**src/rtl/core/saes_pkg.sv**
```systemverilog
// Package: shared types, S-box tables and GF(16) helpers for S-AES decryption.
`timescale 1ns / 1ps
`default_nettype none

package saes_pkg;

  localparam int unsigned BLOCK_W  = 16;
  localparam int unsigned NIBBLE_W = 4;
  localparam int unsigned BYTE_W   = 8;

  localparam logic [BYTE_W-1:0] RCON1 = 8'h80;
  localparam logic [BYTE_W-1:0] RCON2 = 8'h30;

  typedef logic [NIBBLE_W-1:0] nibble_t;
  typedef logic [BYTE_W-1:0]   byte_t;
  typedef logic [BLOCK_W-1:0]  block_t;

  typedef struct packed {
    block_t k0;
    block_t k1;
    block_t k2;
  } round_keys_t;

  localparam nibble_t SBOX [16] = '{
    4'd9, 4'd4, 4'd10, 4'd11, 4'd13, 4'd1, 4'd8, 4'd5,
    4'd6, 4'd2, 4'd0, 4'd3, 4'd12, 4'd14, 4'd15, 4'd7
  };

  localparam nibble_t SBOX_REV [16] = '{
    4'd10, 4'd5, 4'd9, 4'd11, 4'd1, 4'd7, 4'd8, 4'd15,
    4'd6, 4'd0, 4'd2, 4'd3, 4'd12, 4'd4, 4'd13, 4'd14
  };

  // Multiply by x modulo x^4 + x + 1.
  function automatic nibble_t gf_mul2(input nibble_t x);
    gf_mul2 = {x[2:0], 1'b0} ^ (x[3] ? 4'h3 : 4'h0);
  endfunction

  function automatic nibble_t gf_mul9(input nibble_t x);
    gf_mul9 = gf_mul2(gf_mul2(gf_mul2(x))) ^ x;
  endfunction

  // SubNib(RotNib(w)) on one byte.
  function automatic byte_t key_g(input byte_t w);
    key_g = {SBOX[w[3:0]], SBOX[w[7:4]]};
  endfunction

  function automatic block_t inv_shift_rows(input block_t s);
    inv_shift_rows = {s[15:12], s[3:0], s[7:4], s[11:8]};
  endfunction

  function automatic block_t inv_sub_nibbles(input block_t s);
    inv_sub_nibbles = {SBOX_REV[s[15:12]], SBOX_REV[s[11:8]],
                       SBOX_REV[s[7:4]], SBOX_REV[s[3:0]]};
  endfunction

  function automatic block_t inv_mix_columns(input block_t s);
    inv_mix_columns = {gf_mul9(s[15:12]) ^ gf_mul2(s[11:8]),
                       gf_mul2(s[15:12]) ^ gf_mul9(s[11:8]),
                       gf_mul9(s[7:4])   ^ gf_mul2(s[3:0]),
                       gf_mul2(s[7:4])   ^ gf_mul9(s[3:0])};
  endfunction

endpackage

`default_nettype wire

```
**src/rtl/core/saes_key_expand.sv**
```systemverilog
// Key register and expansion of the cipher key into three round keys.
`timescale 1ns / 1ps
`default_nettype none

module saes_key_expand (
  input  wire logic                  clk,
  input  wire logic                  rst_n,
  input  wire logic                  cfg_wr_en,
  input  wire saes_pkg::block_t      cfg_wr_data,
  output saes_pkg::round_keys_t      keys
);

  saes_pkg::block_t key_r;
  saes_pkg::block_t key_nxt;
  saes_pkg::byte_t  w0, w1, w2, w3, w4, w5;

  always_comb begin
    key_nxt = cfg_wr_en ? cfg_wr_data : key_r;
  end

  always_ff @(posedge clk) begin
    if (!rst_n) begin
      key_r <= '0;
    end else begin
      key_r <= key_nxt;
    end
  end

  always_comb begin
    w0 = key_r[15:8];
    w1 = key_r[7:0];
    w2 = w0 ^ saes_pkg::RCON1 ^ saes_pkg::key_g(w1);
    w3 = w2 ^ w1;
    w4 = w2 ^ saes_pkg::RCON2 ^ saes_pkg::key_g(w3);
    w5 = w4 ^ w3;
    keys.k0 = {w0, w1};
    keys.k1 = {w2, w3};
    keys.k2 = {w4, w5};
  end

endmodule

`default_nettype wire

```
**src/rtl/core/saes_round_pipe.sv**
```systemverilog
// Three-stage decryption datapath with per-stage valid bits and backpressure.
`timescale 1ns / 1ps
`default_nettype none

module saes_round_pipe (
  input  wire logic                  clk,
  input  wire logic                  rst_n,
  input  wire saes_pkg::round_keys_t keys,
  input  wire logic                  in_valid,
  output logic                       in_ready,
  input  wire saes_pkg::block_t      in_data,
  output logic                       out_valid,
  input  wire logic                  out_ready,
  output saes_pkg::block_t           out_data
);

  logic             s1_valid_r, s2_valid_r, s3_valid_r;
  logic             s1_valid_nxt, s2_valid_nxt, s3_valid_nxt;
  logic             s1_ready, s2_ready, s3_ready;
  saes_pkg::block_t s1_data_r, s2_data_r, s3_data_r;
  saes_pkg::block_t s1_data_nxt, s2_data_nxt, s3_data_nxt;

  assign s3_ready = !s3_valid_r || out_ready;
  assign s2_ready = !s2_valid_r || s3_ready;
  assign s1_ready = !s1_valid_r || s2_ready;
  assign in_ready = s1_ready;

  always_comb begin
    s1_data_nxt = saes_pkg::inv_sub_nibbles(saes_pkg::inv_shift_rows(in_data ^ keys.k2));
    s2_data_nxt = saes_pkg::inv_mix_columns(s1_data_r ^ keys.k1);
    s3_data_nxt = saes_pkg::inv_sub_nibbles(saes_pkg::inv_shift_rows(s2_data_r)) ^ keys.k0;

    s1_valid_nxt = s1_ready ? in_valid   : s1_valid_r;
    s2_valid_nxt = s2_ready ? s1_valid_r : s2_valid_r;
    s3_valid_nxt = s3_ready ? s2_valid_r : s3_valid_r;
  end

  always_ff @(posedge clk) begin
    if (!rst_n) begin
      s1_valid_r <= 1'b0;
      s2_valid_r <= 1'b0;
      s3_valid_r <= 1'b0;
    end else begin
      s1_valid_r <= s1_valid_nxt;
      s2_valid_r <= s2_valid_nxt;
      s3_valid_r <= s3_valid_nxt;
    end
  end

  always_ff @(posedge clk) begin
    if (s1_ready && in_valid) begin
      s1_data_r <= s1_data_nxt;
    end
    if (s2_ready && s1_valid_r) begin
      s2_data_r <= s2_data_nxt;
    end
    if (s3_ready && s2_valid_r) begin
      s3_data_r <= s3_data_nxt;
    end
  end

  assign out_valid = s3_valid_r;
  assign out_data  = s3_data_r;

endmodule

`default_nettype wire

```
**src/rtl/core/saes_block_decrypt_core.sv**
```systemverilog
// Top level: S-AES 16-bit block decryption core.
//
// Usage:
//   Load the 16-bit key through cfg_wr_en / cfg_wr_data while no transaction
//   is in flight; the round keys are derived combinationally from the key register.
//   Ciphertext transactions enter on in_valid / in_ready, plaintext leaves on
//   out_valid / out_ready, one result per input, in order.
// Pipeline: an accepted input is registered once per stage, in order (first
//   inverse round, key add plus InvMixColumns, last round); out_valid rises
//   when the block reaches the last stage register.
// Throughput: one block per cycle unless out_ready stalls the pipeline; the
//   three stage registers set the pipeline depth and each stage takes a new
//   block while its successor moves on.
// Reset: rst_n low at a clock edge clears the key to zero and empties all
//   stages; in_ready is high after reset.
// Stall: when out_ready is low the final stage holds its block; upstream
//   stages keep filling bubbles and in_ready drops only once all three
//   stages hold data.
`timescale 1ns / 1ps
`default_nettype none

module saes_block_decrypt_core (
  input  wire logic         clk,
  input  wire logic         rst_n,
  input  wire logic         cfg_wr_en,
  input  wire logic [15:0]  cfg_wr_data,
  input  wire logic         in_valid,
  output logic              in_ready,
  input  wire logic [15:0]  in_ciphertext,
  output logic              out_valid,
  input  wire logic         out_ready,
  output logic [15:0]       out_plaintext
);

  saes_pkg::round_keys_t keys;

  saes_key_expand u_key_expand (
    .clk         (clk),
    .rst_n       (rst_n),
    .cfg_wr_en   (cfg_wr_en),
    .cfg_wr_data (cfg_wr_data),
    .keys        (keys)
  );

  saes_round_pipe u_round_pipe (
    .clk       (clk),
    .rst_n     (rst_n),
    .keys      (keys),
    .in_valid  (in_valid),
    .in_ready  (in_ready),
    .in_data   (in_ciphertext),
    .out_valid (out_valid),
    .out_ready (out_ready),
    .out_data  (out_plaintext)
  );

`ifndef SYNTH
  a_ready_when_drained: assert property (@(posedge clk) disable iff (!rst_n)
    out_ready |-> in_ready)
    else $error("input stalled while output drains");

  a_ready_when_out_empty: assert property (@(posedge clk) disable iff (!rst_n)
    !out_valid |-> in_ready)
    else $error("input stalled with empty output stage");

  a_out_valid_after_fill: assert property (@(posedge clk) disable iff (!rst_n)
    !in_ready |-> out_valid && !out_ready)
    else $error("in_ready low without a stalled full pipeline");
`endif

endmodule

`default_nettype wire

```
**config.mk**
```make
export PLATFORM = sky130hd
export DESIGN_NAME = saes_block_decrypt_core
export DESIGN_NICKNAME = d
export VERILOG_FILES = /design/src/rtl/core/saes_pkg.sv /design/src/rtl/core/saes_key_expand.sv /design/src/rtl/core/saes_round_pipe.sv /design/src/rtl/core/saes_block_decrypt_core.sv
export SDC_FILE = /design/constraint.sdc
export NUM_CORES = 1
export LEC_CHECK = 0
export ABC_AREA = 0
export BUFFER_PORTS_ARGS = -buffer_cell sky130_fd_sc_hd__buf_2
export CAP_MARGIN = 15
export CORE_MARGIN = 5
export CORE_UTILIZATION = 57
export CTS_CLUSTER_DIAMETER = 30
export DETAILED_ROUTE_END_ITERATION = 10
export PLACE_DENSITY = 0.74
export SLEW_MARGIN = 30
export SYNTH_ARGS = -nofsm -noshare
export SYNTH_HDL_FRONTEND = slang
export SYNTH_SLANG_ARGS = --single-unit
```
**constraint.sdc**
```tcl
create_clock -name clk -period 4.6 [get_ports clk]
set_input_delay 0.69 -clock clk [delete_from_list [all_inputs] [get_ports clk]]
set_output_delay 0.69 -clock clk [all_outputs]
set_load 0.01 [all_outputs]
```
# ---- After elaboration in Yosys (flattened, before gate mapping)
# Memories as Yosys holds them, arrays and structs flattened. A register that Yosys moved wholly into a read port is not among the register bits.
# Cells that the tools add are included.
dict set report op_classes {
  n_addsub 0
  multipliers 0
  div 0
  order_cmp 8
  eq_ne 0
  shift 0
  n_mux 28
  bitwise_logic 41
  n_reduce_logical 9
}
# cell count
set ops {}
lappend ops {{bitwise XOR 4 bit} 20}
lappend ops {{2-to-1 mux 4 bit} 16}
lappend ops {{inverter 4 -> 5 bit} 12}
lappend ops {{bitwise XOR 16 bit} 3}
lappend ops {{greater-or-equal comparator 5 bit (second input constant)} 8}
lappend ops {{bitwise XOR 8 bit} 4}
lappend ops {{2-to-1 mux 2 bit} 12}
lappend ops {{logical AND 1 bit} 3}
lappend ops {{logical NOT 1 bit} 3}
lappend ops {{logical OR 1 bit} 3}
lappend ops {{inverter 2 bit} 1}
lappend ops {{inverter 1 bit} 1}
dict set report totals {
  regBits 51
  latch_bits 0
  ram_bits 0
  romBits 768
  output_inout_bits 18
  word_cells 104
  n_memories 12
}
# name depth word_bits read_ports rd_ports_with_merged_regs wr line_no
set memory_table {}
lappend memory_table {{(name not given)} 16 4 1 1 0 saes_pkg.sv:54} ;# SBOX_REV[s[7:4]], SBOX_REV[s[3:0]]};
lappend memory_table {{(name not given)} 16 4 1 0 0 saes_pkg.sv:53} ;# inv_sub_nibbles = {SBOX_REV[s[15:12]], SBOX_REV[s[11:8]],
lappend memory_table {{(name not given)} 16 4 1 0 0 saes_pkg.sv:53}
lappend memory_table {{(name not given)} 16 4 1 0 0 saes_pkg.sv:54}
lappend memory_table {{(name not given)} 16 4 1 0 0 saes_pkg.sv:54}
lappend memory_table {{(name not given)} 16 4 1 1 0 saes_pkg.sv:54}
lappend memory_table {{6 more memories} -- -- -- -- -- --}

# ---- Logic depth before layout (Yosys ltp)
dict set report depth {
  ltp_word 15
  mapped_depth 15
  depth_no_buf 14
}

# ---- Modules after synthesis
# From an unflattened synthesis, not the netlist that was laid out.
dict set report unflattened {
  hier_cells 472
  area_unflattened_um2 5442.7
}
# module n_inst cells_per_inst area_each_um2 seq_area_each_um2
set modules_own_cells {}
lappend modules_own_cells {saes_round_pipe 1 297 3662.3 1501.4}
lappend modules_own_cells {saes_key_expand 1 175 1780.5 320.3}

# ---- Worst setup path before layout
# Ideal clock, no wire load.
dict set report synth_path {
  kind {register to register}
  from {register u_key_expand.key_r[0]}
  to {register u_round_pipe.s1_data_r[8], data pin}
  setup_time_ns 0.149
  arrival_ns 3.565
  t_required_ns 4.451
  slack_ns 0.886
  stages_incl_launch_ff 15
  path_buffers 1
  synth_period_minus_slack_ns 3.714
  path_cell_list {dfxtp_1 clkbuf_1 inv_1 ha_1 inv_1 mux4_2 xnor2_4 inv_2 ha_1 a221o_1 xnor2_1 inv_1 ha_1 mux2_1 mux2i_1}
}
dict set report synth_between {
  elab_chain_cells 14
}
# item line_no
set synth_lines {}
lappend synth_lines {{start: declaration} saes_key_expand.sv:13} ;# saes_pkg::block_t key_r;
lappend synth_lines {{start signal: assignment} saes_key_expand.sv:25} ;# key_r <= key_nxt;
lappend synth_lines {{inverter 4 -> 5 bit (implied by the code)} saes_pkg.sv:45} ;# key_g = {SBOX[w[3:0]], SBOX[w[7:4]]};
lappend synth_lines {{memory (16 x 4 bit)} --}
lappend synth_lines {{2-to-1 mux 4 bit (implied by the code) (2 in a row)} saes_pkg.sv:45}
lappend synth_lines {{bitwise XOR 8 bit} saes_key_expand.sv:32} ;# w2 = w0 ^ saes_pkg::RCON1 ^ saes_pkg::key_g(w1);
lappend synth_lines {{bitwise XOR 8 bit (*)} saes_key_expand.sv:33} ;# w3 = w2 ^ w1;
lappend synth_lines {{inverter 4 -> 5 bit (implied by the code)} saes_pkg.sv:45}
lappend synth_lines {{memory (16 x 4 bit)} --}
lappend synth_lines {{2-to-1 mux 4 bit (implied by the code) (2 in a row)} saes_pkg.sv:45}
lappend synth_lines {{bitwise XOR 8 bit} saes_key_expand.sv:34} ;# w4 = w2 ^ saes_pkg::RCON2 ^ saes_pkg::key_g(w3);
lappend synth_lines {{bitwise XOR 8 bit (*)} saes_key_expand.sv:35} ;# w5 = w4 ^ w3;
lappend synth_lines {{bitwise XOR 16 bit (*)} saes_round_pipe.sv:29} ;# s1_data_nxt = saes_pkg::inv_sub_nibbles(saes_pkg::inv_shift_rows(in_data ^ keys.k2));
lappend synth_lines {{inverter 4 -> 5 bit (implied by the code) (*)} saes_pkg.sv:53}
lappend synth_lines {{end: declaration} saes_round_pipe.sv:20} ;# saes_pkg::block_t s1_data_r, s2_data_r, s3_data_r;
# Every way passes the cells marked *; elsewhere a longest branch is shown, timed or not. The select of a mux whose other input is x is not followed.
# A chain may end at the register's enable or synchronous reset.

# ---- Worst setup path in the final report
dict set report layout_path {
  from {register u_key_expand.key_r[4]}
  to {register u_round_pipe.s1_data_r[4], data pin}
}
dict set report layout_between {
  elab_chain_cells 14
}
# item line_no
set layout_lines {}
lappend layout_lines {{inverter 4 -> 5 bit (implied by the code)} saes_pkg.sv:45}
lappend layout_lines {{memory (16 x 4 bit)} --}
lappend layout_lines {{2-to-1 mux 4 bit (implied by the code) (2 in a row)} saes_pkg.sv:45}
lappend layout_lines {{bitwise XOR 8 bit} saes_key_expand.sv:32}
lappend layout_lines {{bitwise XOR 8 bit (*)} saes_key_expand.sv:33}
lappend layout_lines {{inverter 4 -> 5 bit (implied by the code)} saes_pkg.sv:45}
lappend layout_lines {{memory (16 x 4 bit)} --}
lappend layout_lines {{2-to-1 mux 4 bit (implied by the code) (2 in a row)} saes_pkg.sv:45}
lappend layout_lines {{bitwise XOR 8 bit} saes_key_expand.sv:34}
lappend layout_lines {{bitwise XOR 8 bit (*)} saes_key_expand.sv:35}
lappend layout_lines {{bitwise XOR 16 bit (*)} saes_round_pipe.sv:29}
lappend layout_lines {{inverter 4 -> 5 bit (implied by the code) (*)} saes_pkg.sv:54}
# Marked as above.

==> flow_metrics.env <==
export IMPL_outcome="complete, no violations"
export IMPL_critPathArrivalTime_ps=4200
export IMPL_worstSkewPairLatency_ps=340
export IMPL_synth_ff_type="edfxtp_1"
export IMPL_ys_seq_area_frac=0.3281
export IMPL_cp_startpoint="u_key_expand.key_r[4]"
export IMPL_crit_family="multiplexers"
export IMPL_hpwl_mm=8.674
export IMPL_cts_setup_buffers=0
export IMPL_leakage_nw=2.594
export IMPL_dp_cells=659
export IMPL_tightestPinTransition_ps=729.4
export IMPL_grt_pass1_wl_mm=17.56
export IMPL_synth_edf_count=48
export IMPL_worstPathCellList="inv_1 > ha_1 > inv_1 > mux4_2 > xnor2_4 > ha_1 > mux2i_1 > mux2i_1 > xnor2_1 > inv_1 > ha_1 > mux4_2"
export IMPL_cts_buffers=9
export IMPL_powerDensity_nw_per_um2=614.0
export IMPL_grt_setup_unrepaired="no"
export IMPL_gp_congestion=0.8971
export IMPL_crit_cells=12
export IMPL_hold_worst_slack_ps=539.3
export IMPL_endpoint_kind="flop"
export IMPL_synth_nets=583
export IMPL_max_freq_mhz=243.1
export IMPL_start_util=0.5761
export IMPL_syn_area_per_cell_um2=11.67
export IMPL_syn_to_final_growth_pct=11.83
export IMPL_grt_pass1_vias=3494
export IMPL_ctsHtreeMaxLevel=3
export IMPL_cts_resized=0
export IMPL_io_buffers=54
export IMPL_insertedDiodeCount=0
export IMPL_drive_above_1_share=0.2306
export IMPL_drt_iter0_markers=221
export IMPL_power_w=0.003813
export IMPL_via_per_inst=5.240
export IMPL_final_min_clock_period_ps=4114
export IMPL_fin_crit_sh=0.8943
export IMPL_drt_wirelength_per_cell_um=16.22
export IMPL_die_h_um=108.7
export IMPL_ys_ff_latch=67
export IMPL_final_nets=644
export IMPL_async_flop_share=0
export IMPL_min_delay_path_class="flop to flop"
export IMPL_critPathMaxFanout=8
export IMPL_path_buf_inv=3
export IMPL_finClkSkew_ps=7.325
export IMPL_synth_cell_types=58
export IMPL_syn_cell_area_um2=5553
export IMPL_grt_max_degree=20
export IMPL_drt_wl_total_mm=10.95
export IMPL_worstHoldStart="u_round_pipe.s1_valid_r"
export IMPL_finalNonFillerCells=675
export IMPL_io_pins=55
export IMPL_max_slew_margin=0.5131
export IMPL_ctsLongestPathBuffers=2
export IMPL_crit_required_ps=4680
export IMPL_crit_slowest_cell="dfxtp_1"
export IMPL_cap_violations=0
export IMPL_core_area_um2=9639
export IMPL_synthCells=476
export IMPL_drc=0
export IMPL_maxSlewViolCount=0
export IMPL_antenna_found_initial=0
export IMPL_hold_viol_final=0
export IMPL_die_area_um2=11820
export IMPL_fp_row_count=36
export IMPL_startpoint_type="flop"
export IMPL_r2r_start="u_key_expand.key_r[4]"
export IMPL_num_vias=3537
export IMPL_holdBufCountCts=0
export IMPL_path_clk_slew_ps=80
export IMPL_finalSetupViolCount=0
export IMPL_max_stage_delay_ps=550
export IMPL_die_w_um=108.7
export IMPL_ys_warn_count=0
export IMPL_drtAntennaViolNets=0
export IMPL_r2r_cells=12
export IMPL_cts_tree="done"
export IMPL_cts_sinks=67
export IMPL_grt_util_all_layers=0.1937
export IMPL_grt_ovfl_total=0
export IMPL_hold_depth=2
export IMPL_crit_type="flop to flop"
export IMPL_cts_root_buf="clkbuf_8"
export IMPL_tns_ps=0
export IMPL_drt_pass1_iterations=4
export IMPL_peakVddDrop_mv=0.2916
## cells in the final DEF, fill, tap and decap left out, drive strengths merged, types with 7 or more instances in the layout
cell type	n
xnor2	77
ha	70
buf	61
edfxtp	48
inv	40
mux2i	36
xor2	35
nor2b	21
dfxtp	19
nor2	15
a21oi	13
nor3	12
nand2	10
clkbuf	10
mux4	7
mux2	7
## power by group
part	internal, W	total [W]	switching [W]
Combinational	0.000953	0.00206	0.00111
Sequential	0.00101	0.00119	0.000183
Clock	0.000337	0.000564	0.000227
## sequential cells by signal (all words and copies together), names as in the netlist
signal / flops
u_round_pipe.s2_data_r: 16
u_round_pipe.s1_data_r: 16
u_round_pipe.s1_valid_r: 1
u_round_pipe.out_valid: 1
u_round_pipe.out_data: 16
u_round_pipe.s2_valid_r: 1
u_key_expand.key_r: 16
## cell usage after synthesis (4+ instances only)
master / number / area (um^2)
clkbuf_1: 7 / 26.28
xnor2_1: 65 / 569.3
mux2_2: 6 / 67.56
xnor2_2: 9 / 146.4
o22ai_1: 6 / 37.54
mux2i_1: 34 / 340.3
ha_1: 70 / 875.8
dfxtp_1: 19 / 380.4
nand3_1: 4 / 20.02
edfxtp_1: 48 / 1441
inv_1: 37 / 138.9
a21oi_1: 13 / 65.06
nor2_1: 15 / 56.30
a311oi_1: 4 / 35.03
nor3_1: 9 / 45.04
xor2_1: 32 / 280.3
nor2b_1: 21 / 131.4
o21ai_0: 5 / 25.02
nand2_1: 10 / 37.54
mux4_2: 7 / 157.7
## metal layers
layer	up-vias	global-route usage	wire, um
met5	-	0	0
met2	111	0.3257	5334
met4	0	0.05320	114
met3	8	0.03789	679
li1	1745	-	-
met1	1673	0.2552	4820
## worst paths after layout
| check | end | slack [ps] |
|---|---|---|
| worst max-delay path | u_round_pipe.s1_data_r[4] | 490 |
| worst min-delay path | u_round_pipe.s2_valid_r | 540 |
| worst max register to register | u_round_pipe.s1_data_r[4] | 490 |
| worst min register to register | u_round_pipe.s2_valid_r | 540 |
## logic make-up after synthesis
kind of cell               Yosys count  share of synthesized area
buffers and inverters               52                    0.04033
AOI/OAI and AO/OA                   47                    0.07053
adders and majority gates           70                     0.1577
xor gates and xnor gates           112                     0.2050
muxes                               50                     0.1120
DFF                                 67                     0.3281
and+or+nand+nor                     78                    0.08630
## final cells by class
cell class,count,area [um^2]
Clock inverter,6,86.33
Tap cell,133,166.4
Inverter,41,156.4
Sequential cell,67,1822
Timing Repair Buffer,61,322.8
Multi-Input combinational cell,357,3507
Fill cell,784,3430
Clock buffer,10,148.9
## metrics by stage
step	area [um^2]	utilization	setup slack, ps
3_3_place_gp	5974	0.6198	715.2
2_1_floorplan	5553	-	886.1
6_report	6210	0.6442	486.4
3_5_place_dp	5974	0.6198	496.2
4_1_cts	6210	0.6442	472.9
5_1_grt	6210	0.6442	192.2
## worst reg2reg max path, stage by stage (launching register included)
cell and delay [ps]:
dfxtp_1 550, inv_1 180, ha_1 340, inv_1 50
mux4_2 540, xnor2_4 270, ha_1 280, mux2i_1 130
mux2i_1 130, xnor2_1 500, inv_1 200, ha_1 220
mux4_2 460
Power figures use the tool's default switching activity.
